## src/rtl/core/mbpf_pkg.sv

```systemverilog
`timescale 1ns / 1ps

package mbpf_pkg;

  localparam int CFG_INDEX_W = 3;
  localparam int CFG_DATA_W  = 13;
  localparam int COORD_W     = 12;
  localparam int QUEUE_DEPTH = 4;
  localparam int HIT_W       = 5;

  localparam logic [CFG_INDEX_W-1:0] REG_IMAGE_WIDTH  = 3'd0;
  localparam logic [CFG_INDEX_W-1:0] REG_IMAGE_HEIGHT = 3'd1;
  localparam logic [CFG_INDEX_W-1:0] REG_ROI_LEFT     = 3'd2;
  localparam logic [CFG_INDEX_W-1:0] REG_ROI_TOP      = 3'd3;
  localparam logic [CFG_INDEX_W-1:0] REG_ROI_WIDTH    = 3'd4;
  localparam logic [CFG_INDEX_W-1:0] REG_ROI_HEIGHT   = 3'd5;

  // result slots of one item, in delivery order
  localparam int HIT_PREV_COL_PREV_ROW = 0;
  localparam int HIT_PREV_COL_CUR_ROW  = 1;
  localparam int HIT_CUR_COL_PREV_ROW  = 2;
  localparam int HIT_CUR_COL_CUR_ROW   = 3;
  localparam int HIT_MARKER            = 4;

  typedef struct packed {
    logic [12:0] image_width;
    logic [12:0] image_height;
    logic [11:0] roi_left;
    logic [11:0] roi_top;
    logic [12:0] roi_width;
    logic [12:0] roi_height;
  } mbpf_cfg_t;

  typedef struct packed {
    logic [HIT_W-1:0]   hits;
    logic [COORD_W-1:0] x_prev;
    logic [COORD_W-1:0] x_cur;
    logic [COORD_W-1:0] y_prev;
    logic [COORD_W-1:0] y_cur;
  } mbpf_bundle_t;

  // foreground centre with a background neighbour that lies in both window and image
  function automatic logic mbpf_boundary(input logic [8:0] win, input int wr, input int wc,
                                         input logic xlo_ok, input logic xhi_ok,
                                         input logic ylo_ok, input logic yhi_ok);
    int   nr;
    int   nc;
    logic hit;
    logic img_ok;
    hit = 1'b0;
    for (int dr = -1; dr <= 1; dr++) begin
      for (int dc = -1; dc <= 1; dc++) begin
        nr = wr + dr;
        nc = wc + dc;
        img_ok = (dc != -1 || xlo_ok) && (dc != 1 || xhi_ok) &&
                 (dr != -1 || ylo_ok) && (dr != 1 || yhi_ok);
        if ((dr != 0 || dc != 0) && nr >= 0 && nr <= 2 && nc >= 0 && nc <= 2 && img_ok) begin
          if (!win[nr*3+nc]) begin
            hit = 1'b1;
          end
        end
      end
    end
    return win[wr*3+wc] && hit;
  endfunction

endpackage

```

## src/rtl/core/mbpf_queue.sv

```systemverilog
`timescale 1ns / 1ps

module mbpf_queue import mbpf_pkg::*; (
  input  logic                             clk,
  input  logic                             rst,
  input  logic                             push,
  input  mbpf_bundle_t                     push_bundle,
  input  logic                             pop,
  output mbpf_bundle_t                     head,
  output logic                             not_empty,
  output logic [$clog2(QUEUE_DEPTH+1)-1:0] count
);

  localparam int PW = $clog2(QUEUE_DEPTH);

  mbpf_bundle_t  entries [QUEUE_DEPTH];
  logic [PW-1:0] wr_ptr;
  logic [PW-1:0] rd_ptr;

  assign head      = entries[rd_ptr];
  assign not_empty = count != '0;

  always_ff @(posedge clk) begin
    if (rst) begin
      wr_ptr <= '0;
      rd_ptr <= '0;
      count  <= '0;
    end else begin
      if (push) begin
        wr_ptr <= wr_ptr + 1'b1;
      end
      if (pop) begin
        rd_ptr <= rd_ptr + 1'b1;
      end
      if (push && !pop) begin
        count <= count + 1'b1;
      end else if (pop && !push) begin
        count <= count - 1'b1;
      end
    end
  end

  always_ff @(posedge clk) begin
    if (push) begin
      entries[wr_ptr] <= push_bundle;
    end
  end

  a_no_overflow: assert property (@(posedge clk) disable iff (rst)
    push |-> (count < ($clog2(QUEUE_DEPTH+1))'(QUEUE_DEPTH)))
    else $error("item pushed into full queue");

endmodule

```

## config.mk

```make
export PLATFORM = sky130hd
export DESIGN_NAME = mbpf_queue
export DESIGN_NICKNAME = d
export VERILOG_FILES = /design/src/rtl/core/mbpf_pkg.sv /design/src/rtl/core/mbpf_queue.sv
export SDC_FILE = /design/constraint.sdc
export NUM_CORES = 1
export LEC_CHECK = 0
export BUFFER_PORTS_ARGS = -buffer_cell sky130_fd_sc_hd__buf_2
export CORE_MARGIN = 10
export CORE_UTILIZATION = 55
export DETAILED_ROUTE_END_ITERATION = 8
export PLACE_DENSITY = 0.77
export SKIP_CTS_REPAIR_TIMING = 1
export SLEW_MARGIN = 40
export SYNTH_ARGS = -nofsm -noshare
export SYNTH_HDL_FRONTEND = slang
export SYNTH_SLANG_ARGS = --single-unit
```

## constraint.sdc

```tcl
create_clock -name clk -period 5.04 [get_ports clk]
set_input_delay 0.252 -clock clk [delete_from_list [all_inputs] [get_ports clk]]
set_output_delay 0.252 -clock clk [all_outputs]
set_load 0.1 [all_outputs]
```

==> metrics.csv <==
stage;metric;value;unit
hold_path;worst hold stages;2;
drt;Remaining DRCs;0;
global_route;pin count of the biggest net entering global routing;37;
timing;min cycle time layout;2960;ps
floorplan;die area;20100;um^2
floorplan;initial core utilization;56.0;%
hold_path;worst min-delay path class;primary input to flop;
drt;First-pass DRT Iterations;4;
logic_synthesis;yosys warns;0;
drt;Iter 0 DRT Violations;295;
timing;fin. max-slew vios;0;
timing;worst-margin pin slew;656;ps
logic_synthesis;Cells after Synth;320;
layout;layout cell share with drive strength beyond 1;40.0;%
logic_synthesis;cell taking the most area after synthesis;edfxtp_1;
logic_synthesis;Mapped Area;8130;um^2
logic_synthesis;Post-synth EDFFs;212;
layout;post-route insts no fill;703;
critical_path;kind of critical path;flop to primary output;
global_route;GR Overflow Total;0;
clock_tree;clock insertion delay at the later pin of the skew report;500;ps
clock_tree;Max Root-Sink Buffers;3;
pwr;LEAKAGE;3.51;nW
timing;fmax;338;MHz
floorplan;Ports;114;
critical_path;critical path data arrival time;2710;ps
outcome;status;finished, final reports clean;
logic_synthesis;Unique masters post-synth;20;
clock_tree;CTS Root Cell;clkbuf_16;
timing;PnR worst setup slack;2080;ps
floorplan;Die Span X;142;um
critical_path;Worst Path Required;4790;ps
critical_path;Worst R2R Path Depth;4;
logic_synthesis;ys async rst share;0;%
floorplan;Core Area;14500;um^2
run;max-cap violations;0;
timing;Slew Limit Headroom;56.2;%
timing;clock skew;8.58;ps
logic_synthesis;Avg Cell Area, Syn;25.4;um^2
pwr;peak supply drop;0.377;mV
global_route;gr usage total;14.6;%
timing;final setup fails;0;
drt;Total Wirelength;15.2;mm
clock_tree;htree depth;1;
clock_tree;clock slew at reported path FFs;60;ps
global_route;vias in the first global route;4012;
logic_synthesis;area share of the largest cell type after synthesis;78.3;%
logic_synthesis;register bit count reported by yosys;221;
drt;Vias;3806;
floorplan;row cnt;44;
clock_tree;Clock Sinks;221;
place;routability cong.;0.706;
logic_synthesis;Seq/Total Area, Yosys;80.5;%
drt;WL/cell;21.6;um
place;Post-DP HPWL;9.25;mm
drt;Post-DRT Antenna Nets;0;
timing;final hold vios;0;
place;pre-CTS setup slack;2490;ps
critical_path;CP Launch Type;flop;
place;port bufs;113;
global_route;first-pass GRT wire length;23.0;mm
clock_tree;clock tree from TritonCTS;built;
place;dpl cells;610;
timing;RSZ-0062 raised after global routing;false;
clock_tree;Num CTS Buffers;22;
critical_path;crit-path max FO;30;
pwr;pwr dens;464;nW/um^2
timing;Final period util;58.7;%
timing;TNS Setup;0;ps
logic_synthesis;ys flop type;edfxtp_1;
logic_synthesis;most frequent cell after synthesis;edfxtp_1;
layout;Area Overhead vs Synth;24.2;%
layout;nets@finish;566;
logic_synthesis;top cells by count, synth;212 x edfxtp_1, 50 x mux4_2, 9 x dfxtp_1;
logic_synthesis;top area cells in the synthesized netlist;edfxtp_1 78%, mux4_2 14%, dfxtp_1 2.2%, buf_12 1.2%, mux4_1 0.97%;
global_route;antenna violations before repair;1;
floorplan;Die H;142;um
drt;mean number of vias per cell;5.41;
logic_synthesis;Syn Nets;383;
critical_path;Crit. End Element;primary output;
-- power breakdown --
group | internal, mW | leakage, nW | switching (mW)
registers | 2.11 | 2.02 | 0.0444
clock network | 0.992 | 0.360 | 0.643
logic | 0.203 | 1.13 | 0.695
total | 3.30 | 3.51 | 1.38
-- cell families after synthesis --
| logic type | synth area share (%) |
|---|---|
| AND/OR/NAND/NOR | 0.831 |
| multiplexers | 15.1 |
| XOR/XNOR | 0.538 |
| buffers and inverters | 1.95 |
| flip-flops | 80.5 |
| adder cells (fa/ha/maj) | 1.02 |
| AO/OA/AOI/OAI | 0.123 |
-- placed cells by master, fill, tap and decap left out, types with 3 or more instances in the layout --
cell,synthesis,layout
edfxtp_1,212,212
buf_2,5,113
dlygate4sd3_1,0,53
mux4_2,50,50
clkbuf_16,0,23
nor2_1,7,7
dfxtp_1,9,7
clkbuf_1,2,6
buf_4,0,6
ha_1,5,5
clkinv_2,0,5
inv_1,4,4
mux4_1,3,3
xor2_1,3,3
bufinv_16,0,3
-- state kept, by name, summed over array words and instances (netlist names), named ones only --
name / cells
rd_ptr: 2
count: 3
wr_ptr: 2
entries: 212
-- path summary, 6_finish.rpt --
| path | start | endpoint | slack (ps) |
|---|---|---|---|
| worst max-delay path | flop | head[32] | 2080 |
| worst min register to register | count[2] | count[2] | 550 |
| worst max register to register | wr_ptr[0] | entries[2][8] | 3030 |
| worst min-delay path | rst | flop | 7 |
-- routing by layer --
layer | vias up | global-route usage [%] | share of wire, %
li1 | 1722 | - | -
met1 | 1959 | 18.2 | 41
met2 | 107 | 24.1 | 52
met3 | 18 | 4.67 | 6.3
met4 | 0 | 4.36 | 1.4
met5 | - | 0 | 0
-- critical path, stage by stage, from the launching register on --
cell and delay, ps:
dfxtp_4 750, buf_4 530, mux4_2 580, buf_2 310
-- final cells by class --
| class | count | area [um^2] |
|---|---|---|
| clock inverter | 10 | 130 |
| multi-input combinational | 82 | 1440 |
| fill | 901 | 4430 |
| tap | 184 | 230 |
| sequential | 221 | 6550 |
| timing repair buffer | 172 | 1140 |
| inverter | 4 | 15.0 |
| antenna | 1 | 2.50 |
| clock buffer | 29 | 598 |
-- stage by stage --
step	cell area, um^2	hold slack, ps	total power [mW]	utilization [%]
global placement	8840	461	3.05	60.8
detailed placement	8840	468	3.07	60.8
global route	10100	12.8	4.84	69.5
finish	10100	7.31	4.69	69.5
floorplan	8130	351	2.92	-
CTS	9570	-56.6	4.70	65.9
Power figures use the tool's default switching activity.
