<file path="src/rtl/core/mbpf_pkg.sv">
`timescale 1ns / 1ps

package mbpf_pkg;

  localparam int CFG_INDEX_W = 3;
  localparam int CFG_DATA_W  = 13;
  localparam int COORD_W     = 12;
  localparam int QUEUE_DEPTH = 4;
  localparam int HIT_W       = 5;

  localparam logic [CFG_INDEX_W-1:0] REG_IMAGE_WIDTH  = 3'd0;
  localparam logic [CFG_INDEX_W-1:0] REG_IMAGE_HEIGHT = 3'd1;
  localparam logic [CFG_INDEX_W-1:0] REG_ROI_LEFT     = 3'd2;
  localparam logic [CFG_INDEX_W-1:0] REG_ROI_TOP      = 3'd3;
  localparam logic [CFG_INDEX_W-1:0] REG_ROI_WIDTH    = 3'd4;
  localparam logic [CFG_INDEX_W-1:0] REG_ROI_HEIGHT   = 3'd5;

  // result slots of one item, in delivery order
  localparam int HIT_PREV_COL_PREV_ROW = 0;
  localparam int HIT_PREV_COL_CUR_ROW  = 1;
  localparam int HIT_CUR_COL_PREV_ROW  = 2;
  localparam int HIT_CUR_COL_CUR_ROW   = 3;
  localparam int HIT_MARKER            = 4;

  typedef struct packed {
    logic [12:0] image_width;
    logic [12:0] image_height;
    logic [11:0] roi_left;
    logic [11:0] roi_top;
    logic [12:0] roi_width;
    logic [12:0] roi_height;
  } mbpf_cfg_t;

  typedef struct packed {
    logic [HIT_W-1:0]   hits;
    logic [COORD_W-1:0] x_prev;
    logic [COORD_W-1:0] x_cur;
    logic [COORD_W-1:0] y_prev;
    logic [COORD_W-1:0] y_cur;
  } mbpf_bundle_t;

  // foreground centre with a background neighbour that lies in both window and image
  function automatic logic mbpf_boundary(input logic [8:0] win, input int wr, input int wc,
                                         input logic xlo_ok, input logic xhi_ok,
                                         input logic ylo_ok, input logic yhi_ok);
    int   nr;
    int   nc;
    logic hit;
    logic img_ok;
    hit = 1'b0;
    for (int dr = -1; dr <= 1; dr++) begin
      for (int dc = -1; dc <= 1; dc++) begin
        nr = wr + dr;
        nc = wc + dc;
        img_ok = (dc != -1 || xlo_ok) && (dc != 1 || xhi_ok) &&
                 (dr != -1 || ylo_ok) && (dr != 1 || yhi_ok);
        if ((dr != 0 || dc != 0) && nr >= 0 && nr <= 2 && nc >= 0 && nc <= 2 && img_ok) begin
          if (!win[nr*3+nc]) begin
            hit = 1'b1;
          end
        end
      end
    end
    return win[wr*3+wc] && hit;
  endfunction

endpackage

</file>
<file path="src/rtl/core/mbpf_back.sv">
`timescale 1ns / 1ps

module mbpf_back import mbpf_pkg::*; (
  input  logic               clk,
  input  logic               rst,
  input  mbpf_bundle_t       head,
  input  logic               not_empty,
  output logic               pop,
  output logic               out_valid,
  input  logic               out_ready,
  output logic [COORD_W-1:0] point_x,
  output logic [COORD_W-1:0] point_y,
  output logic               is_point,
  output logic               last_of_run
);

  logic [HIT_W-1:0] done;
  logic [HIT_W-1:0] remaining;
  logic [HIT_W-1:0] sel;
  logic [HIT_W-1:0] rest;
  logic             load;

  assign remaining = head.hits & ~done;
  assign sel       = remaining & (~remaining + 1'b1);
  assign rest      = remaining & ~sel;
  assign load      = not_empty && (!out_valid || out_ready);
  assign pop       = load && (rest == '0);

  always_ff @(posedge clk) begin
    if (rst) begin
      out_valid <= 1'b0;
      done      <= '0;
    end else begin
      if (load) begin
        out_valid <= 1'b1;
        done      <= (rest == '0) ? '0 : (done | sel);
      end else if (out_ready) begin
        out_valid <= 1'b0;
      end
    end
  end

  always_ff @(posedge clk) begin
    if (load) begin
      is_point    <= !sel[HIT_MARKER];
      last_of_run <= rest == '0;
      if (sel[HIT_PREV_COL_PREV_ROW]) begin
        point_x <= head.x_prev;
        point_y <= head.y_prev;
      end else if (sel[HIT_PREV_COL_CUR_ROW]) begin
        point_x <= head.x_prev;
        point_y <= head.y_cur;
      end else if (sel[HIT_CUR_COL_PREV_ROW]) begin
        point_x <= head.x_cur;
        point_y <= head.y_prev;
      end else if (sel[HIT_CUR_COL_CUR_ROW]) begin
        point_x <= head.x_cur;
        point_y <= head.y_cur;
      end else begin
        point_x <= '0;
        point_y <= '0;
      end
    end
  end

  a_pop_marks_last: assert property (@(posedge clk) disable iff (rst)
    pop |=> (out_valid && last_of_run))
    else $error("bundle retired without a closing result");

  a_head_not_spent: assert property (@(posedge clk) disable iff (rst)
    not_empty |-> (remaining != '0))
    else $error("queue head has no results left");

endmodule

</file>
<file path="config.mk">
export PLATFORM = sky130hd
export DESIGN_NAME = mbpf_back
export DESIGN_NICKNAME = d
export VERILOG_FILES = /design/src/rtl/core/mbpf_pkg.sv /design/src/rtl/core/mbpf_back.sv
export SDC_FILE = /design/constraint.sdc
export NUM_CORES = 1
export LEC_CHECK = 0
export ABC_CLOCK_PERIOD_IN_PS = 3300
export BUFFER_PORTS_ARGS = -buffer_cell sky130_fd_sc_hd__buf_2
export CORE_ASPECT_RATIO = 0.75
export CORE_MARGIN = 8
export CORE_UTILIZATION = 46
export DETAILED_ROUTE_END_ITERATION = 7
export PLACE_DENSITY = 0.93
export SLEW_MARGIN = 30
export SYNTH_ARGS = -nofsm -noshare
export SYNTH_HDL_FRONTEND = slang
export SYNTH_SLANG_ARGS = --single-unit
</file>
<file path="constraint.sdc">
create_clock -name clk -period 3.3 [get_ports clk]
set_input_delay 0.33 -clock clk [delete_from_list [all_inputs] [get_ports clk]]
set_output_delay 0.33 -clock clk [all_outputs]
set_load 0.01 [all_outputs]
</file>
==> impl_metrics.tcl <==
set metrics [dict create \
    die_x_um 80.9 \
    syn-cell-area_mm2 0.00145 \
    critPathSlowestCell "a221oi_4" \
    p_seq_share_pct 47.4 \
    io_buffers 84 \
    postSynthCellCount 97 \
    min_to "out_valid" \
    nets 241 \
    grt_pass1_vias 1171 \
    synth_area_per_cell_um2 15.0 \
    synth-async-reset-ratio_pct 0 \
    synthAdderAreaFrac_pct 0 \
    combPwrFrac_pct 17.7 \
    final_max_slew_viol_count 0 \
    multi_input_area_um2 512 \
    rsz0062_at_grt "false" \
    clk_pin_slew_ns 0.06 \
    ys_types 25 \
    synth_edf_count 26 \
    end_kind "output port" \
    synth-xor-area-share_pct 0 \
    worst_pin_slew_ns 0.606 \
    cp_max_fo 7 \
    synth_top_family_by_area "compound AO/OA/AOI/OAI gates" \
    clockPowerShare_pct 34.9 \
    p_total_w 0.00102 \
    rows 17 \
    reg2reg_depth 4 \
    synth_top_cell_area_share_pct 53.7 \
    worst-path-buf-inv 1 \
    cts-htree-levels 2 \
    min_path_cells 3 \
    hp-class "in -> reg" \
    area_growth_pct 37.6 \
    start_util_pct 48.8 \
    crit_type "reg -> out" \
    swShare_pct 23.4 \
    r2r-end "point_x[1]" \
    r2r_start "done[0]" \
    diodes 0 \
    fillers 217 \
    wl_per_cell_um 16.3 \
    post_cts_buffers 0 \
    first_pass_iters 4 \
    synth_top_area_cell "edfxtp_1" \
    period_share_pct 57.3 \
    grt_max_degree 32 \
    synth_ff_type "edfxtp_1" \
    grt.overflow.total 0 \
    register_area_um2 901 \
    routed_wl_um 3630 \
    fin_skew_ns 0.00365 \
    insertion_delay_ns 0.28 \
    max_freq_mhz 528 \
    antenna_found_initial 0 \
    clockBufferDepth 2 \
    fin_setup_tns_ns 0 \
    ant_nets 0 \
    holdCritStartpoint "not_empty" \
    slew_headroom_pct 59.6 \
    drv_cap 0 \
    finalNonFillerCells 223 \
    ys_ff_latch 32 \
    arrival_ns 1.56 \
    cts_inserted_buffers 5 \
    synth_area_leaders "edfxtp_1 (54%), a22o_1 (14%), dfxtp_1 (8.3%)" \
    place_congestion 0.812 \
    root_buffer "clkbuf_8" \
    ctsResizeCount 0 \
    critPathTopFamily "compound AO/OA/AOI/OAI gates" \
    ios 85 \
    finalHoldViolCount 0 \
    required_ns 2.97 \
    placedCellCount 215 \
    min_period_ns 1.89 \
    leakage_nw 0.890 \
    synth_compound_area_share_pct 23.5 \
    post-route-util_pct 67.1 \
    synth-simple-area-share_pct 11.7 \
    via_per_inst 5.22 \
    outcome "complete, no violations" \
    synth_commonest_cells "edfxtp_1 (26), a22o_1 (24), dfxtp_1 (6)" \
    fp.coreArea_mm2 0.00298 \
    final_area_mm2 0.00200 \
    tritoncts "yes" \
    drcViolationCount 0 \
    dieArea_mm2 0.00523 \
    cp-start-kind "flop" \
    intPower_w 0.000784 \
    dpl_cell_area_mm2 0.00189 \
    track_usage_pct 14.1 \
    grt_pass1_wl_um 5760 \
    synth_nets 154 \
    vias 1163 \
    synth_mux_area_share_pct 0 \
    drive_gt1_share_pct 56.2 \
    cp_cell_sequence "nand2b_4, o211ai_4, a221oi_4, buf_2" \
    synthMostInstantiatedCell "edfxtp_1" \
    finalSetupViolations 0 \
    power_switching_w 0.000239 \
    place_hpwl_um 2930 \
    cts_hold_buffers 0 \
    slowest_delay_ns 0.40 \
    cts_num_sinks 32 \
    rrSetupSlack_ns 1.63 \
    vdd.ir_drop.worst_uv 361 \
    powerDensity_mw_per_mm2 512 \
    yosysWarningCount 0 \
    die_h_um 64.7 \
    ys_seq_area_share_pct 62.0 \
    drt_iter0_drc 73 \
]
[layout by cell type, fill, tap and decap left out, drive strengths merged, types with 2 or more instances in the layout]
cell	count
buf	84
edfxtp	26
a22o	24
dfxtp	6
clkbuf	6
nor3	5
nand2b	5
nand2	3
a31oi	3
nor2	3
inv	3
and2b	2
o211ai	2
a21oi	2
a41oi	2
[worst reg2reg max path: cells and delay by family, from the launching register on]
kind / cells / cell delay, ns
AO/OA/AOI/OAI: 1 / 0.22
AND/OR/NAND/NOR: 3 / 0.98
flip-flops: 1 / 0.34
[registers in the layout, indices dropped and copies added (netlist names)]
signal	cells
point_x	12
point_y	12
done	5
out_valid	1
is_point	1
last_of_run	1
[cell families after synthesis]
family | Yosys count
DFF | 32
and+or+nand+nor | 22
buffers and inverters | 7
AOI/OAI and AO/OA | 36
[stage by stage]
step	worst slack [ns]	hold WS (ns)
finish	1.41	0.292
global route	1.31	0.310
CTS	1.41	0.288
detailed placement	1.58	0.496
global placement	1.44	0.490
floorplan	1.74	0.399
[per-layer routing]
metal	global-route usage [%]	part of all wire [%]
met5	0	0
met4	4.67	0.61
met3	6.20	13
met2	22.3	46
met1	16.9	41
[worst max path at each step]
stage	start	end	slack, ns	cells after the start
after floorplan	out_ready	done[3]	1.74	5
after global placement	out_ready	done[4]	1.44	6
after detailed placement	head[48]	point_x[1]	1.58	5
after CTS	done[3]	pop	1.41	4
after global routing	done[3]	pop	1.31	4
final	done[2]	pop	1.41	4
[power by group through the flow]
stage / combinational [W] / clock [W] / sequential (W)
2_1_floorplan: 0.0000907 / 0 / 0.000509
3_3_place_gp: 0.000179 / 0 / 0.000492
3_5_place_dp: 0.000182 / 0 / 0.000494
4_1_cts: 0.000184 / 0.000363 / 0.000485
5_1_grt: 0.000200 / 0.000383 / 0.000487
6_report: 0.000181 / 0.000358 / 0.000485
[cell type report]
type                       instances  area share, %
clock buffer                       6           3.63
clock inverter                     2           1.75
inverter                           3          0.563
multi-input combinational         58           25.6
sequential                        32           45.1
tap                               38           2.38
timing repair buffer              84           21.0
Power figures use the tool's default switching activity.
